==> src/rtl/lpcd_pkg.sv <==
// ----------------------------------------------------------------------------
// lpcd_pkg: shared types and constants of the command deframer
// Frame geometry, status codes, register map and the job passed from the
// parser to the result sequencer.
// ----------------------------------------------------------------------------
package lpcd_pkg;

  // Frame store geometry
  localparam int MAX_FRAME_BYTES = 64;
  localparam int HDR_BYTES       = 4;
  localparam int OVERHEAD_BYTES  = 5;
  localparam int ADDR_W          = $clog2(MAX_FRAME_BYTES);
  localparam int CNT_W           = ADDR_W + 1;
  localparam int LEN_W           = ADDR_W;

  // Field widths of the channels
  localparam int BYTE_W   = 8;
  localparam int STATUS_W = 3;
  localparam int DLEN_W   = 6;

  // Queue between parser and sequencer
  localparam int QUEUE_DEPTH = 2;
  localparam int QPTR_W      = $clog2(QUEUE_DEPTH);

  // Configuration port
  localparam int PADDR_W = 4;
  localparam int PDATA_W = 32;
  localparam logic [1:0] REG_SYNC     = 2'd0;
  localparam logic [1:0] REG_FLAG     = 2'd1;
  localparam logic [1:0] REG_MAX_COPY = 2'd2;

  localparam logic [BYTE_W-1:0] SYNC_RESET     = 8'hAA;
  localparam logic [BYTE_W-1:0] FLAG_RESET     = 8'hBB;
  localparam logic [DLEN_W-1:0] MAX_COPY_RESET = 6'd58;

  typedef enum logic [STATUS_W-1:0] {
    ST_DATA = 3'd0,
    ST_CSUM = 3'd1,
    ST_LEN  = 3'd2,
    ST_FLAG = 3'd3,
    ST_LONG = 3'd4
  } status_t;

  typedef struct packed {
    status_t             status;
    logic [BYTE_W-1:0]   cmd;
    logic [DLEN_W-1:0]   dlen;
  } job_t;

  typedef struct packed {
    logic              we;
    logic [ADDR_W-1:0] addr;
    logic [BYTE_W-1:0] data;
  } ram_wr_t;

endpackage

==> src/rtl/lpcd_if.sv <==
// ----------------------------------------------------------------------------
// lpcd_if: request channels of the command deframer
// Byte input channel and result output channel, valid/ready handshake.
// ----------------------------------------------------------------------------
interface lpcd_in_if;
  logic                      valid;
  logic                      ready;
  logic [lpcd_pkg::BYTE_W-1:0] rx_byte;

  modport source (output valid, output rx_byte, input ready);
  modport sink   (input valid, input rx_byte, output ready);
endinterface

interface lpcd_out_if;
  logic                          valid;
  logic                          ready;
  logic [lpcd_pkg::STATUS_W-1:0] status;
  logic [lpcd_pkg::BYTE_W-1:0]   cmd_code;
  logic [lpcd_pkg::BYTE_W-1:0]   data_byte;
  logic                          data_valid;
  logic [lpcd_pkg::DLEN_W-1:0]   data_len;
  logic                          last;

  modport source (output valid, output status, output cmd_code, output data_byte,
                  output data_valid, output data_len, output last, input ready);
  modport sink   (input valid, input status, input cmd_code, input data_byte,
                  input data_valid, input data_len, input last, output ready);
endinterface

==> src/rtl/lpcd_ram.sv <==
// ----------------------------------------------------------------------------
// lpcd_ram: generic single-write, single-read RAM
// One write port and one read port with registered read data.
// ----------------------------------------------------------------------------
module lpcd_ram #(
  parameter int WIDTH = 8,
  parameter int DEPTH = 64
) (
  input  logic                     clk,
  input  logic                     we,
  input  logic [$clog2(DEPTH)-1:0] waddr,
  input  logic [WIDTH-1:0]         wdata,
  input  logic                     re,
  input  logic [$clog2(DEPTH)-1:0] raddr,
  output logic [WIDTH-1:0]         rdata
);

  logic [WIDTH-1:0] mem [DEPTH];

  always_ff @(posedge clk) begin
    if (we) begin
      mem[waddr] <= wdata;
    end
    if (re) begin
      rdata <= mem[raddr];
    end
  end

endmodule

==> src/rtl/lpcd_front.sv <==
// ----------------------------------------------------------------------------
// lpcd_front: frame parser
// Hunts for the sync byte, checks flag, length and checksum, stores the
// frame bytes and posts one job per outcome to the queue.
// ----------------------------------------------------------------------------
module lpcd_front (
  input  logic                          clk,
  input  logic                          rst,
  lpcd_in_if.sink                       rx,
  input  logic [lpcd_pkg::BYTE_W-1:0]   sync_byte,
  input  logic [lpcd_pkg::BYTE_W-1:0]   flag_byte,
  input  logic [lpcd_pkg::DLEN_W-1:0]   max_copy_len,
  input  logic                          q_full,
  input  logic                          drain_done,
  output logic                          push,
  output lpcd_pkg::job_t                push_job,
  output lpcd_pkg::ram_wr_t             wr
);

  localparam int CW = lpcd_pkg::CNT_W;
  localparam int LW = lpcd_pkg::LEN_W;
  localparam int DW = lpcd_pkg::DLEN_W;

  logic                        in_frame, in_frame_next;
  logic [CW-1:0]               count, count_next;
  logic [7:0]                  sum, sum_next;
  logic [7:0]                  len_hi, len_hi_next;
  logic [LW-1:0]               len, len_next;
  logic [7:0]                  cmd, cmd_next;
  logic                        busy, busy_next;
  logic                        accept;
  logic [7:0]                  b;
  logic [15:0]                 len16;
  logic                        len_bad;
  logic [DW-1:0]               dlen;

  // Input is held off while a good frame is still being read out of the store.
  assign rx.ready = !q_full && !busy;
  assign accept   = rx.valid && rx.ready;
  assign b        = rx.rx_byte;
  assign len16    = {len_hi, b};
  assign len_bad  = (len16 == 16'd0) ||
                    (len16 > 16'(lpcd_pkg::MAX_FRAME_BYTES - lpcd_pkg::OVERHEAD_BYTES));
  assign dlen     = DW'(len - LW'(1));

  always_comb begin
    in_frame_next = in_frame;
    count_next    = count;
    sum_next      = sum;
    len_hi_next   = len_hi;
    len_next      = len;
    cmd_next      = cmd;
    busy_next     = busy;
    push          = 1'b0;
    push_job      = '0;
    wr            = '0;
    if (drain_done) begin
      busy_next = 1'b0;
    end
    if (accept) begin
      if (!in_frame) begin
        if (b == sync_byte) begin
          wr            = '{we: 1'b1, addr: '0, data: b};
          count_next    = CW'(1);
          sum_next      = b;
          in_frame_next = 1'b1;
        end
      end else if (count >= CW'(lpcd_pkg::MAX_FRAME_BYTES)) begin
        in_frame_next   = 1'b0;
        count_next      = '0;
        push            = 1'b1;
        push_job.status = lpcd_pkg::ST_LONG;
        if (b == sync_byte) begin
          wr            = '{we: 1'b1, addr: '0, data: b};
          count_next    = CW'(1);
          sum_next      = b;
          in_frame_next = 1'b1;
        end
      end else if (count == CW'(lpcd_pkg::HDR_BYTES - 1) && b != flag_byte) begin
        in_frame_next   = 1'b0;
        count_next      = '0;
        push            = 1'b1;
        push_job.status = lpcd_pkg::ST_FLAG;
      end else if (count == CW'(2) && len_bad) begin
        in_frame_next   = 1'b0;
        count_next      = '0;
        push            = 1'b1;
        push_job.status = lpcd_pkg::ST_LEN;
      end else if (count >= CW'(lpcd_pkg::HDR_BYTES) &&
                   count == CW'(len) + CW'(lpcd_pkg::HDR_BYTES)) begin
        // This byte is the checksum of the frame.
        in_frame_next = 1'b0;
        count_next    = '0;
        push          = 1'b1;
        push_job.cmd  = cmd;
        push_job.dlen = dlen;
        if (sum != b) begin
          push_job.status = lpcd_pkg::ST_CSUM;
        end else if (dlen > max_copy_len) begin
          push_job.status = lpcd_pkg::ST_LONG;
        end else begin
          push_job.status = lpcd_pkg::ST_DATA;
          if (dlen != '0) begin
            busy_next = 1'b1;
          end
        end
      end else begin
        wr         = '{we: 1'b1, addr: count[lpcd_pkg::ADDR_W-1:0], data: b};
        count_next = count + CW'(1);
        sum_next   = sum + b;
        if (count == CW'(1)) begin
          len_hi_next = b;
        end
        if (count == CW'(2)) begin
          len_next = LW'(len16);
        end
        if (count == CW'(lpcd_pkg::HDR_BYTES)) begin
          cmd_next = b;
        end
      end
    end
  end

  always_ff @(posedge clk) begin
    if (rst) begin
      in_frame <= 1'b0;
      count    <= '0;
      sum      <= '0;
      len_hi   <= '0;
      len      <= '0;
      cmd      <= '0;
      busy     <= 1'b0;
    end else begin
      in_frame <= in_frame_next;
      count    <= count_next;
      sum      <= sum_next;
      len_hi   <= len_hi_next;
      len      <= len_next;
      cmd      <= cmd_next;
      busy     <= busy_next;
    end
  end

endmodule

==> src/rtl/lpcd_queue.sv <==
// ----------------------------------------------------------------------------
// lpcd_queue: job queue between parser and sequencer
// A short first-in first-out store of parser outcomes.
// ----------------------------------------------------------------------------
module lpcd_queue (
  input  logic           clk,
  input  logic           rst,
  input  logic           push,
  input  lpcd_pkg::job_t push_job,
  input  logic           pop,
  output lpcd_pkg::job_t pop_job,
  output logic           full,
  output logic           empty
);

  localparam int PW = lpcd_pkg::QPTR_W;

  lpcd_pkg::job_t  entries [lpcd_pkg::QUEUE_DEPTH];
  logic [PW-1:0]   rd_ptr;
  logic [PW-1:0]   wr_ptr;
  logic [PW:0]     fill;

  assign full    = (fill == (PW + 1)'(lpcd_pkg::QUEUE_DEPTH));
  assign empty   = (fill == '0);
  assign pop_job = entries[rd_ptr];

  always_ff @(posedge clk) begin
    if (rst) begin
      rd_ptr <= '0;
      wr_ptr <= '0;
      fill   <= '0;
    end else begin
      if (push) begin
        entries[wr_ptr] <= push_job;
        wr_ptr          <= wr_ptr + PW'(1);
      end
      if (pop) begin
        rd_ptr <= rd_ptr + PW'(1);
      end
      if (push && !pop) begin
        fill <= fill + (PW + 1)'(1);
      end else if (pop && !push) begin
        fill <= fill - (PW + 1)'(1);
      end
    end
  end

endmodule

==> src/rtl/lpcd_back.sv <==
// ----------------------------------------------------------------------------
// lpcd_back: result sequencer
// Takes jobs from the queue, turns status jobs into single results and reads
// a good frame's data bytes out of the store one by one.
// ----------------------------------------------------------------------------
module lpcd_back (
  input  logic                         clk,
  input  logic                         rst,
  input  logic                         q_empty,
  input  lpcd_pkg::job_t               job,
  output logic                         pop,
  output logic                         re,
  output logic [lpcd_pkg::ADDR_W-1:0]  raddr,
  input  logic [lpcd_pkg::BYTE_W-1:0]  rdata,
  output logic                         drain_done,
  lpcd_out_if.source                   res
);

  localparam int DW = lpcd_pkg::DLEN_W;
  localparam int AW = lpcd_pkg::ADDR_W;

  typedef enum logic [1:0] {
    S_IDLE,
    S_READ,
    S_LOAD
  } state_t;

  state_t         state;
  logic [7:0]     cmd;
  logic [DW-1:0]  dlen;
  logic [DW-1:0]  idx;
  logic [DW-1:0]  idx_inc;
  logic           is_last;
  logic           out_free;
  logic           out_load;

  logic                         out_valid;
  logic [lpcd_pkg::STATUS_W-1:0] out_status;
  logic [7:0]                   out_cmd;
  logic [7:0]                   out_data;
  logic                         out_dv;
  logic [DW-1:0]                out_dlen;
  logic                         out_last;

  assign res.valid      = out_valid;
  assign res.status     = out_status;
  assign res.cmd_code   = out_cmd;
  assign res.data_byte  = out_data;
  assign res.data_valid = out_dv;
  assign res.data_len   = out_dlen;
  assign res.last       = out_last;

  assign out_free   = !out_valid || res.ready;
  assign pop        = (state == S_IDLE) && !q_empty && out_free;
  // A read is only issued when the output register will be free by the time
  // the data comes back.
  assign re         = (state == S_READ) && out_free;
  assign raddr      = AW'(lpcd_pkg::HDR_BYTES + 1) + AW'(idx);
  assign idx_inc    = idx + DW'(1);
  assign is_last    = (idx_inc == dlen);
  assign drain_done = (state == S_LOAD) && is_last;
  assign out_load   = (state == S_LOAD) ||
                      (pop && !(job.status == lpcd_pkg::ST_DATA && job.dlen != '0));

  always_ff @(posedge clk) begin
    if (rst) begin
      state     <= S_IDLE;
      out_valid <= 1'b0;
    end else begin
      if (out_load) begin
        out_valid <= 1'b1;
      end else if (res.ready) begin
        out_valid <= 1'b0;
      end
      unique case (state)
        S_IDLE: begin
          if (pop) begin
            if (job.status == lpcd_pkg::ST_DATA && job.dlen != '0) begin
              cmd   <= job.cmd;
              dlen  <= job.dlen;
              idx   <= '0;
              state <= S_READ;
            end else begin
              out_status <= job.status;
              out_cmd    <= job.cmd;
              out_data   <= '0;
              out_dv     <= 1'b0;
              out_dlen   <= job.dlen;
              out_last   <= 1'b1;
            end
          end
        end
        S_READ: begin
          if (re) begin
            state <= S_LOAD;
          end
        end
        S_LOAD: begin
          out_status <= lpcd_pkg::ST_DATA;
          out_cmd    <= cmd;
          out_data   <= rdata;
          out_dv     <= 1'b1;
          out_dlen   <= dlen;
          out_last   <= is_last;
          if (is_last) begin
            state <= S_IDLE;
          end else begin
            idx   <= idx_inc;
            state <= S_READ;
          end
        end
        default: begin
          state <= S_IDLE;
        end
      endcase
    end
  end

endmodule

==> src/rtl/length_prefixed_command_deframer_top.sv <==
// ----------------------------------------------------------------------------
// length_prefixed_command_deframer_top: command frame receiver
// Parses sync, length, flag, payload and checksum and emits command results.
// ----------------------------------------------------------------------------
// Received bytes are taken one per cycle while the parser hunts for a sync byte
// and collects a frame, as long as the job queue is not full and no good frame
// is being read out. Each frame outcome goes through a two-entry job queue to
// the result sequencer, so status results (flag wrong, bad length, bad checksum,
// data too long, empty data) cost the input nothing while the queue has room. A
// good frame holds the input off after its checksum byte until the sequencer
// has read its data bytes out of the frame store through its single registered
// read port, one read and one output load per data byte; a stalled result
// output stretches this further. The frame store needs no clearing pass after
// reset, and configuration should be written only while the block is idle.
module length_prefixed_command_deframer_top (
  input  logic                           clk,
  input  logic                           rst,
  lpcd_in_if.sink                        rx,
  lpcd_out_if.source                     res,
  input  logic                           psel,
  input  logic                           penable,
  input  logic                           pwrite,
  input  logic [lpcd_pkg::PADDR_W-1:0]   paddr,
  input  logic [lpcd_pkg::PDATA_W-1:0]   pwdata,
  output logic [lpcd_pkg::PDATA_W-1:0]   prdata,
  output logic                           pready
);

  localparam int PW = lpcd_pkg::PDATA_W;

  logic [7:0]                  sync_byte;
  logic [7:0]                  flag_byte;
  logic [lpcd_pkg::DLEN_W-1:0] max_copy_len;
  logic [1:0]                  reg_idx;

  logic                        push;
  lpcd_pkg::job_t              push_job;
  logic                        pop;
  lpcd_pkg::job_t              pop_job;
  logic                        q_full;
  logic                        q_empty;
  logic                        drain_done;
  lpcd_pkg::ram_wr_t           wr;
  logic                        re;
  logic [lpcd_pkg::ADDR_W-1:0] raddr;
  logic [7:0]                  rdata;

  assign pready  = 1'b1;
  assign reg_idx = paddr[lpcd_pkg::PADDR_W-1:2];

  always_ff @(posedge clk) begin
    if (rst) begin
      sync_byte    <= lpcd_pkg::SYNC_RESET;
      flag_byte    <= lpcd_pkg::FLAG_RESET;
      max_copy_len <= lpcd_pkg::MAX_COPY_RESET;
    end else if (psel && penable && pwrite) begin
      unique case (reg_idx)
        lpcd_pkg::REG_SYNC:     sync_byte    <= pwdata[7:0];
        lpcd_pkg::REG_FLAG:     flag_byte    <= pwdata[7:0];
        lpcd_pkg::REG_MAX_COPY: max_copy_len <= pwdata[lpcd_pkg::DLEN_W-1:0];
        default: begin
        end
      endcase
    end
  end

  always_comb begin
    unique case (reg_idx)
      lpcd_pkg::REG_SYNC:     prdata = PW'(sync_byte);
      lpcd_pkg::REG_FLAG:     prdata = PW'(flag_byte);
      lpcd_pkg::REG_MAX_COPY: prdata = PW'(max_copy_len);
      default:                prdata = '0;
    endcase
  end

  lpcd_front u_front (
    .clk          (clk),
    .rst          (rst),
    .rx           (rx),
    .sync_byte    (sync_byte),
    .flag_byte    (flag_byte),
    .max_copy_len (max_copy_len),
    .q_full       (q_full),
    .drain_done   (drain_done),
    .push         (push),
    .push_job     (push_job),
    .wr           (wr)
  );

  lpcd_queue u_queue (
    .clk      (clk),
    .rst      (rst),
    .push     (push),
    .push_job (push_job),
    .pop      (pop),
    .pop_job  (pop_job),
    .full     (q_full),
    .empty    (q_empty)
  );

  lpcd_ram #(
    .WIDTH (lpcd_pkg::BYTE_W),
    .DEPTH (lpcd_pkg::MAX_FRAME_BYTES)
  ) u_store (
    .clk   (clk),
    .we    (wr.we),
    .waddr (wr.addr),
    .wdata (wr.data),
    .re    (re),
    .raddr (raddr),
    .rdata (rdata)
  );

  lpcd_back u_back (
    .clk        (clk),
    .rst        (rst),
    .q_empty    (q_empty),
    .job        (pop_job),
    .pop        (pop),
    .re         (re),
    .raddr      (raddr),
    .rdata      (rdata),
    .drain_done (drain_done),
    .res        (res)
  );

endmodule
==> src/flat_wrapper.sv <==
// flat-port wrapper written by rule: the top's interface ports become plain ports
module length_prefixed_command_deframer_top_flat 
  (clk, rst, psel, penable, pwrite, paddr, pwdata, prdata, pready, rx_valid, rx_rx_byte, rx_ready, res_valid, res_status, res_cmd_code, res_data_byte, res_data_valid, res_data_len, res_last, res_ready);
  lpcd_in_if rx_i ();
  lpcd_out_if res_i ();
  input  logic clk;
  input  logic rst;
  input  logic psel;
  input  logic penable;
  input  logic pwrite;
  input  logic [lpcd_pkg::PADDR_W-1:0] paddr;
  input  logic [lpcd_pkg::PDATA_W-1:0] pwdata;
  output logic [lpcd_pkg::PDATA_W-1:0] prdata;
  output logic pready;
  input wire logic [$bits(rx_i.valid)-1:0] rx_valid;
  input wire logic [$bits(rx_i.rx_byte)-1:0] rx_rx_byte;
  output wire logic [$bits(rx_i.ready)-1:0] rx_ready;
  output wire logic [$bits(res_i.valid)-1:0] res_valid;
  output wire logic [$bits(res_i.status)-1:0] res_status;
  output wire logic [$bits(res_i.cmd_code)-1:0] res_cmd_code;
  output wire logic [$bits(res_i.data_byte)-1:0] res_data_byte;
  output wire logic [$bits(res_i.data_valid)-1:0] res_data_valid;
  output wire logic [$bits(res_i.data_len)-1:0] res_data_len;
  output wire logic [$bits(res_i.last)-1:0] res_last;
  input wire logic [$bits(res_i.ready)-1:0] res_ready;
  assign rx_i.valid = rx_valid;
  assign rx_i.rx_byte = rx_rx_byte;
  assign rx_ready = rx_i.ready;
  assign res_valid = res_i.valid;
  assign res_status = res_i.status;
  assign res_cmd_code = res_i.cmd_code;
  assign res_data_byte = res_i.data_byte;
  assign res_data_valid = res_i.data_valid;
  assign res_data_len = res_i.data_len;
  assign res_last = res_i.last;
  assign res_i.ready = res_ready;
  length_prefixed_command_deframer_top u_core (.clk(clk), .rst(rst), .rx(rx_i), .res(res_i), .psel(psel), .penable(penable), .pwrite(pwrite), .paddr(paddr), .pwdata(pwdata), .prdata(prdata), .pready(pready));
endmodule
==> config.mk <==
export PLATFORM = sky130hd
export DESIGN_NAME = length_prefixed_command_deframer_top_flat
export DESIGN_NICKNAME = d
export VERILOG_FILES = /design/src/rtl/lpcd_pkg.sv /design/src/rtl/lpcd_if.sv /design/src/rtl/lpcd_ram.sv /design/src/rtl/lpcd_front.sv /design/src/rtl/lpcd_queue.sv /design/src/rtl/lpcd_back.sv /design/src/rtl/length_prefixed_command_deframer_top.sv /design/src/flat_wrapper.sv
export SDC_FILE = /design/constraint.sdc
export NUM_CORES = 1
export LEC_CHECK = 0
export BUFFER_PORTS_ARGS = -buffer_cell sky130_fd_sc_hd__buf_2
export CAP_MARGIN = 40
export CORE_MARGIN = 4
export CORE_UTILIZATION = 61
export DETAILED_ROUTE_END_ITERATION = 10
export GPL_TIMING_DRIVEN = 0
export PLACE_DENSITY = 0.88
export SYNTH_ARGS = -nofsm -noshare
export SYNTH_HDL_FRONTEND = slang
export SYNTH_SLANG_ARGS = --single-unit
==> constraint.sdc <==
create_clock -name clk -period 5.1 [get_ports clk]
set_input_delay 0.765 -clock clk [delete_from_list [all_inputs] [get_ports clk]]
set_output_delay 0.765 -clock clk [all_outputs]
set_load 0.01 [all_outputs]
==> results of run 1 <==
[worst min-delay path by stage]
stage,depth (start not counted),end,slack [ns],start
2_1_floorplan,2,u_core.max_copy_len[2],0.45,u_core.max_copy_len[2]
3_3_place_gp,1,u_core.u_front.busy,0.47,u_core.u_front.busy
3_5_place_dp,1,u_core.u_front.busy,0.47,u_core.u_front.busy
4_1_cts,3,u_core.flag_byte[7],0.40,pwdata[7]
5_1_grt,3,u_core.flag_byte[7],0.43,pwdata[7]
6_report,3,u_core.flag_byte[7],0.42,pwdata[7]
[where the power goes]
part           total [W]  switching, W  internal [W]
combinational   0.000404      0.000263      0.000141
clock            0.00486       0.00205       0.00281
sequential       0.00601     0.0000322       0.00598
total             0.0113       0.00235       0.00893
[cells in the final DEF, fill, tap and decap left out, types with 11 or more instances in the layout]
| cell | count |
|---|---|
| nand3_1 | 31 |
| mux2_2 | 14 |
| nand2_1 | 52 |
| ha_1 | 22 |
| edfxtp_1 | 601 |
| and2_1 | 13 |
| xnor2_1 | 35 |
| xor2_1 | 14 |
| and3_1 | 15 |
| mux4_2 | 168 |
| clkbuf_1 | 68 |
| inv_1 | 24 |
| clkinv_1 | 12 |
| nand4_1 | 14 |
| a21oi_1 | 17 |
| o21ai_0 | 19 |
| dfxtp_1 | 69 |
| mux2i_1 | 50 |
| clkinv_2 | 11 |
| nor2_1 | 165 |
| nor3_1 | 29 |
| buf_4 | 41 |
| clkbuf_16 | 71 |
| buf_2 | 102 |
| conb_1 | 25 |
[worst max-delay path, delay by kind of cell]
kind	cells	cell delay [ns]
compound gates	2	0.59
simple gates	4	1.77
buf+inv	4	1.25
xor+xnor	1	0.19
[per-stage QoR]
stage                     cell area, um^2  TNS, ns  utilization (%)  instances
final                               31300        0             70.5       2405
after global routing                31300        0             70.5       2405
after CTS                           31300        0             70.5       2402
after detailed placement            29200        0             65.7       2283
after global placement              28700  -200.29             64.5       2239
after floorplan                     27600        0                -       1587
[sequential cells by signal, indices dropped and copies added, names as in the netlist, 7 cells and up, named ones only]
name                         count
u_core.u_store.mem             512
u_core.u_queue.entries          34
u_core.flag_byte                 8
u_core.sync_byte                 8
u_core.u_back.cmd                8
u_core.u_back.res.cmd_code       8
u_core.u_back.res.data_byte      8
u_core.u_front.cmd               8
u_core.u_front.len_hi            8
u_core.u_front.sum               8
u_core.u_store.rdata             8
u_core.u_front.count             7
[area by class of cell]
type / instances / share of cell area (%)
Clock inverter: 29 / 0.835
Clock buffer: 90 / 5.93
Multi-Input combinational cell: 785 / 24.4
Buffer: 106 / 1.71
Timing Repair Buffer: 107 / 2.42
Tap cell: 592 / 2.37
Inverter: 26 / 0.312
Sequential cell: 670 / 62.0
[metal layers]
layer / GRT usage (%) / vias to the layer above / part of all wire (%)
met4: 14.0 / 0 / 5.6
li1: - / 6496 / -
met1: 39.8 / 8209 / 33
met3: 7.35 / 321 / 11
met5: 0 / - / 0
met2: 53.4 / 1417 / 51
[cells by family (layout without fill, tap and decap cells)]
logic type,count (synthesis),in the layout,share of synthesized area (%)
XOR/XNOR,50,50,1.64
multiplexers,232,232,16.1
other,2,25,0.0273
adder cells (fa/ha/maj),23,23,1.07
flip-flops,670,670,70.6
AO/OA/AOI/OAI,79,79,1.90
buffers and inverters,132,358,2.30
AND/OR/NAND/NOR,376,376,6.37
==> reports/qor.txt, run 1 <==
status: completed
Yosys cell types: 59
die height: 220 um
hold crit path type: in2reg
setup bufs post-CTS: 0
cts repair resizes: 0
global-route wire length before repair: 111 mm
Mean Syn Cell Area: 17.6 um^2
hold_buf cts: 0
port bufs: 60
multi-input logic area: 7630 um^2
# nets final: 1836
Clock Path Buffers: 3
power per cell area: 360 nW/um^2
top-area cell type share of the netlist area: 65.5%
Leak Pwr: 11.9 nW
synth warn: 0
n_diodes: 0
Final Hold Slack: 0.416 ns
CTS tree: yes
Critical Path Fanout Max: 10
most frequent cell after synthesis: edfxtp_1
Sequential cell area: 19400 um^2
Rows: 77
ratio of cells with drive above 1 in the final layout: 25.2%
number of DRC markers in iteration 0: 2882
post-route clock skew: 0.0345 ns
setup slack, reg-to-reg: 0.91 ns
Worst-path clk slew: 0.06 ns
GRT overflow: 0
Reg2Reg Launch Point: u_core.u_front.len[3]
Setup Viol. Count Final: 0
clk_lat worst skew: 0.60 ns
Tot Pwr: 0.0113 W
Critical Path Source: rx_rx_byte[5]
post-route antenna net violation count: 0
Via density: 6.84
fillers: 2429
Max Freq: 0.234 GHz
DRT Pass-1 Iters: 6
Mapped Area: 27500 um^2
largest net degree at the start of global routing: 45
Post-Synthesis Cells: 1564
post-synthesis sequential area ratio: 70.6%
Die W: 220 um
Post-synth EDFFs: 601
vias in the first global route: 16700
Vias: 16400
Core ar.: 44400 um^2
H-tree levels: 3
crit path kind: in2reg
initial antenna violation count: 0
CP Capture Point: u_core.u_store.mem[25][3]
Post-DP HPWL: 46.9 mm
Synth area leaders: edfxtp_1 66%, mux4_2 14%, dfxtp_1 5.0%, nor2_1 2.3%, mux2i_1 1.8%
worst endpoint required time: 5.40 ns
DRC: 0
unrepaired setup endpoints after global routing: false
crit path launch type: input pin
clk root buf: clkbuf_16
fin worst setup slack: 0.824 ns
Starting Density: 62.0%
final number of max-transition violations: 0
Layout area overhead: 13.7%
Avg WL per Cell: 31.0 um
Die Area: 48600 um^2
Slowest cell on crit path: nor3_1
Synth top cells by count: 601 x edfxtp_1, 168 x mux4_2, 167 x nor2_1, 69 x dfxtp_1, 52 x nand2_1
worst flop-to-flop path endpoint: u_core.u_store.mem[25][3]
Worst Tran Pin Value: 1.00 ns
IO Pins: 113
register bit total from synthesis: 670
Max-Cap Viols: 0
Max IR drop VDD: 0.230 mV
final cycle utilization of the critical path: 83.8%
Placer Congestion: 0.915
CP endpoint kind: flip-flop
critical path arrival: 4.57 ns
final hold violation count: 0
final WL: 74.6 mm
post-place setup slack: 0.359 ns
Reg2Reg Depth: 10
CP peak stage delay: 0.77 ns
Yosys top cell by area: edfxtp_1
Sink Count: 670
Cell Chain, Critical Path: buf_2, clkbuf_1, xnor2_1, nand4_1, o211ai_1, o211ai_1, nor2_1, nand3_1, buf_2, nor3_1, buf_4
Primary FF master, synth: edfxtp_1
total CTS buffers: 66
GRT Overall Usage: 31.7%
min Tclk post-route: 4.28 ns
Async SR Flop Fraction: 0%
Slew HR: 33.2%
No activity file was read; power rests on OpenSTA's default activity.
==> run 2: changes to the inputs <==
- clock period: 5.1 -> 4.22 ns (I/O delays scaled with it)
==> reports/qor.txt, run 2 (same netlist as run 1, synthesis figures left out) <==
min Tclk post-route: 3.99 ns
Placer Congestion: 0.915
GRT Overall Usage: 31.7%
die height: 220 um
Core ar.: 44400 um^2
n_diodes: 0
hold_buf cts: 0
worst endpoint required time: 4.55 ns
most common cell after layout, fill and taps aside: edfxtp_1
Clock Path Buffers: 3
power per cell area: 435 nW/um^2
CTS tree: yes
Top reg by flops: u_core.u_store.mem
setup slack, reg-to-reg: 0.23 ns
Worst-path clk slew: 0.06 ns
Max Freq: 0.251 GHz
final hold violation count: 0
total CTS buffers: 66
CP peak stage delay: 0.75 ns
Max-Cap Viols: 0
Leak Pwr: 11.9 nW
Slowest cell on crit path: clkbuf_1
Avg WL per Cell: 31.1 um
CP dominant cell by count: mux4_2
post-route clock skew: 0.0348 ns
post-place setup slack: -0.389 ns
clk root buf: clkbuf_16
Die W: 220 um
final cycle utilization of the critical path: 94.5%
global-route wire length before repair: 111 mm
unrepaired setup endpoints after global routing: false
fin worst setup slack: 0.232 ns
critical path arrival: 4.31 ns
CP endpoint kind: flip-flop
post-route antenna net violation count: 0
fillers: 2428
Critical Path Fanout Max: 10
Die Area: 48600 um^2
ratio of cells with drive above 1 in the final layout: 25.4%
commonest cells after routing, fill and taps aside: 601 x edfxtp_1, 168 x mux4_2, 164 x nor2_1, 102 x buf_2, 71 x clkbuf_16
IO Pins: 113
Via density: 6.83
hold crit path type: in2reg
DRC: 0
largest net degree at the start of global routing: 45
GRT overflow: 0
Post-DP HPWL: 46.9 mm
port bufs: 60
final WL: 74.8 mm
Cell Chain, Critical Path: ha_1, clkbuf_1, clkbuf_1, mux4_2, mux4_2, mux4_2
Max IR drop VDD: 0.278 mV
status: completed
Rows: 77
crit path kind: reg2reg
final number of max-transition violations: 0
Sink Count: 670
Worst Tran Pin Value: 1.02 ns
clk_lat worst skew: 0.60 ns
number of DRC markers in iteration 0: 2926
biggest registers after layout: u_core.u_store.mem: 512 flops, u_core.u_queue.entries: 34 flops
crit path launch type: flip-flop
max reg flops: 512
Slew HR: 32.2%
Layout area overhead: 13.8%
CP bufs+invs: 2
H-tree levels: 3
Vias: 16400
setup TNS: 0 ns
Starting Density: 62.0%
DRT Pass-1 Iters: 7
vias in the first global route: 16700
critical path's top delay family: multiplexers
initial antenna violation count: 0
Setup Viol. Count Final: 0
setup bufs post-CTS: 0
# nets final: 1836
## run 2: final cells by class
| cell class | count | area [um^2] | area share [%] |
|---|---|---|---|
| clock buffer | 90 | 1860 | 5.93 |
| multi-input combinational | 785 | 7650 | 24.4 |
| sequential | 670 | 19400 | 62.0 |
| timing repair buffer | 107 | 758 | 2.42 |
| clock inverter | 29 | 262 | 0.835 |
| tap | 592 | 741 | 2.36 |
| buffer | 106 | 537 | 1.71 |
| inverter | 26 | 97.6 | 0.312 |
## run 2: where the power goes
part           switching, W  internal [W]  total, W
clock               0.00248       0.00339   0.00587
combinational      0.000316      0.000171  0.000486
sequential        0.0000382       0.00723   0.00726
## run 2: metal layers
metal / vias to the layer above / routed length, um / track usage [%]
met4: 0 / 4260 / 14.0
met5: - / 0 / 0
met3: 328 / 8560 / 7.35
met1: 8179 / 24400 / 39.8
met2: 1411 / 37600 / 53.4
li1: 6499 / - / -
## run 2: tightest hold or removal path, cell delays in order
cell     delay (ns)
buf_2          0.09
mux2i_1        0.06
nand2_1        0.06
## run 2: metrics by stage
| stage | area (um^2) | utilization (%) | instances | total power (W) | hold WS, ns |
|---|---|---|---|---|---|
| final | 31300 | 70.5 | 2405 | 0.0136 | 0.285 |
| after detailed placement | 29200 | 65.7 | 2283 | 0.00786 | 0.470 |
| after global routing | 31300 | 70.5 | 2405 | 0.0140 | 0.298 |
| after global placement | 28700 | 64.5 | 2239 | 0.00782 | 0.466 |
| after CTS | 31300 | 70.5 | 2402 | 0.0136 | 0.263 |
| after floorplan | 27600 | - | 1587 | 0.00767 | 0.449 |
## run 2: final timing paths
check	startpoint	depth (start not counted)	endpoint
hold / removal	pwdata[7]	3	u_core.flag_byte[7]
setup / recovery	u_core.u_back.idx[1]	6	u_core.u_store.rdata[6]
hold reg to reg	u_core.u_front.cmd[1]	2	u_core.u_front.cmd[1]
setup reg to reg	u_core.u_back.idx[1]	6	u_core.u_store.rdata[6]
## run 2: timing repair
action | in CTS | in global routing
gates resized for setup | 0 | 4
endpoints found under the hold margin | 0 | 0
setup endpoints to repair | 0 | 64
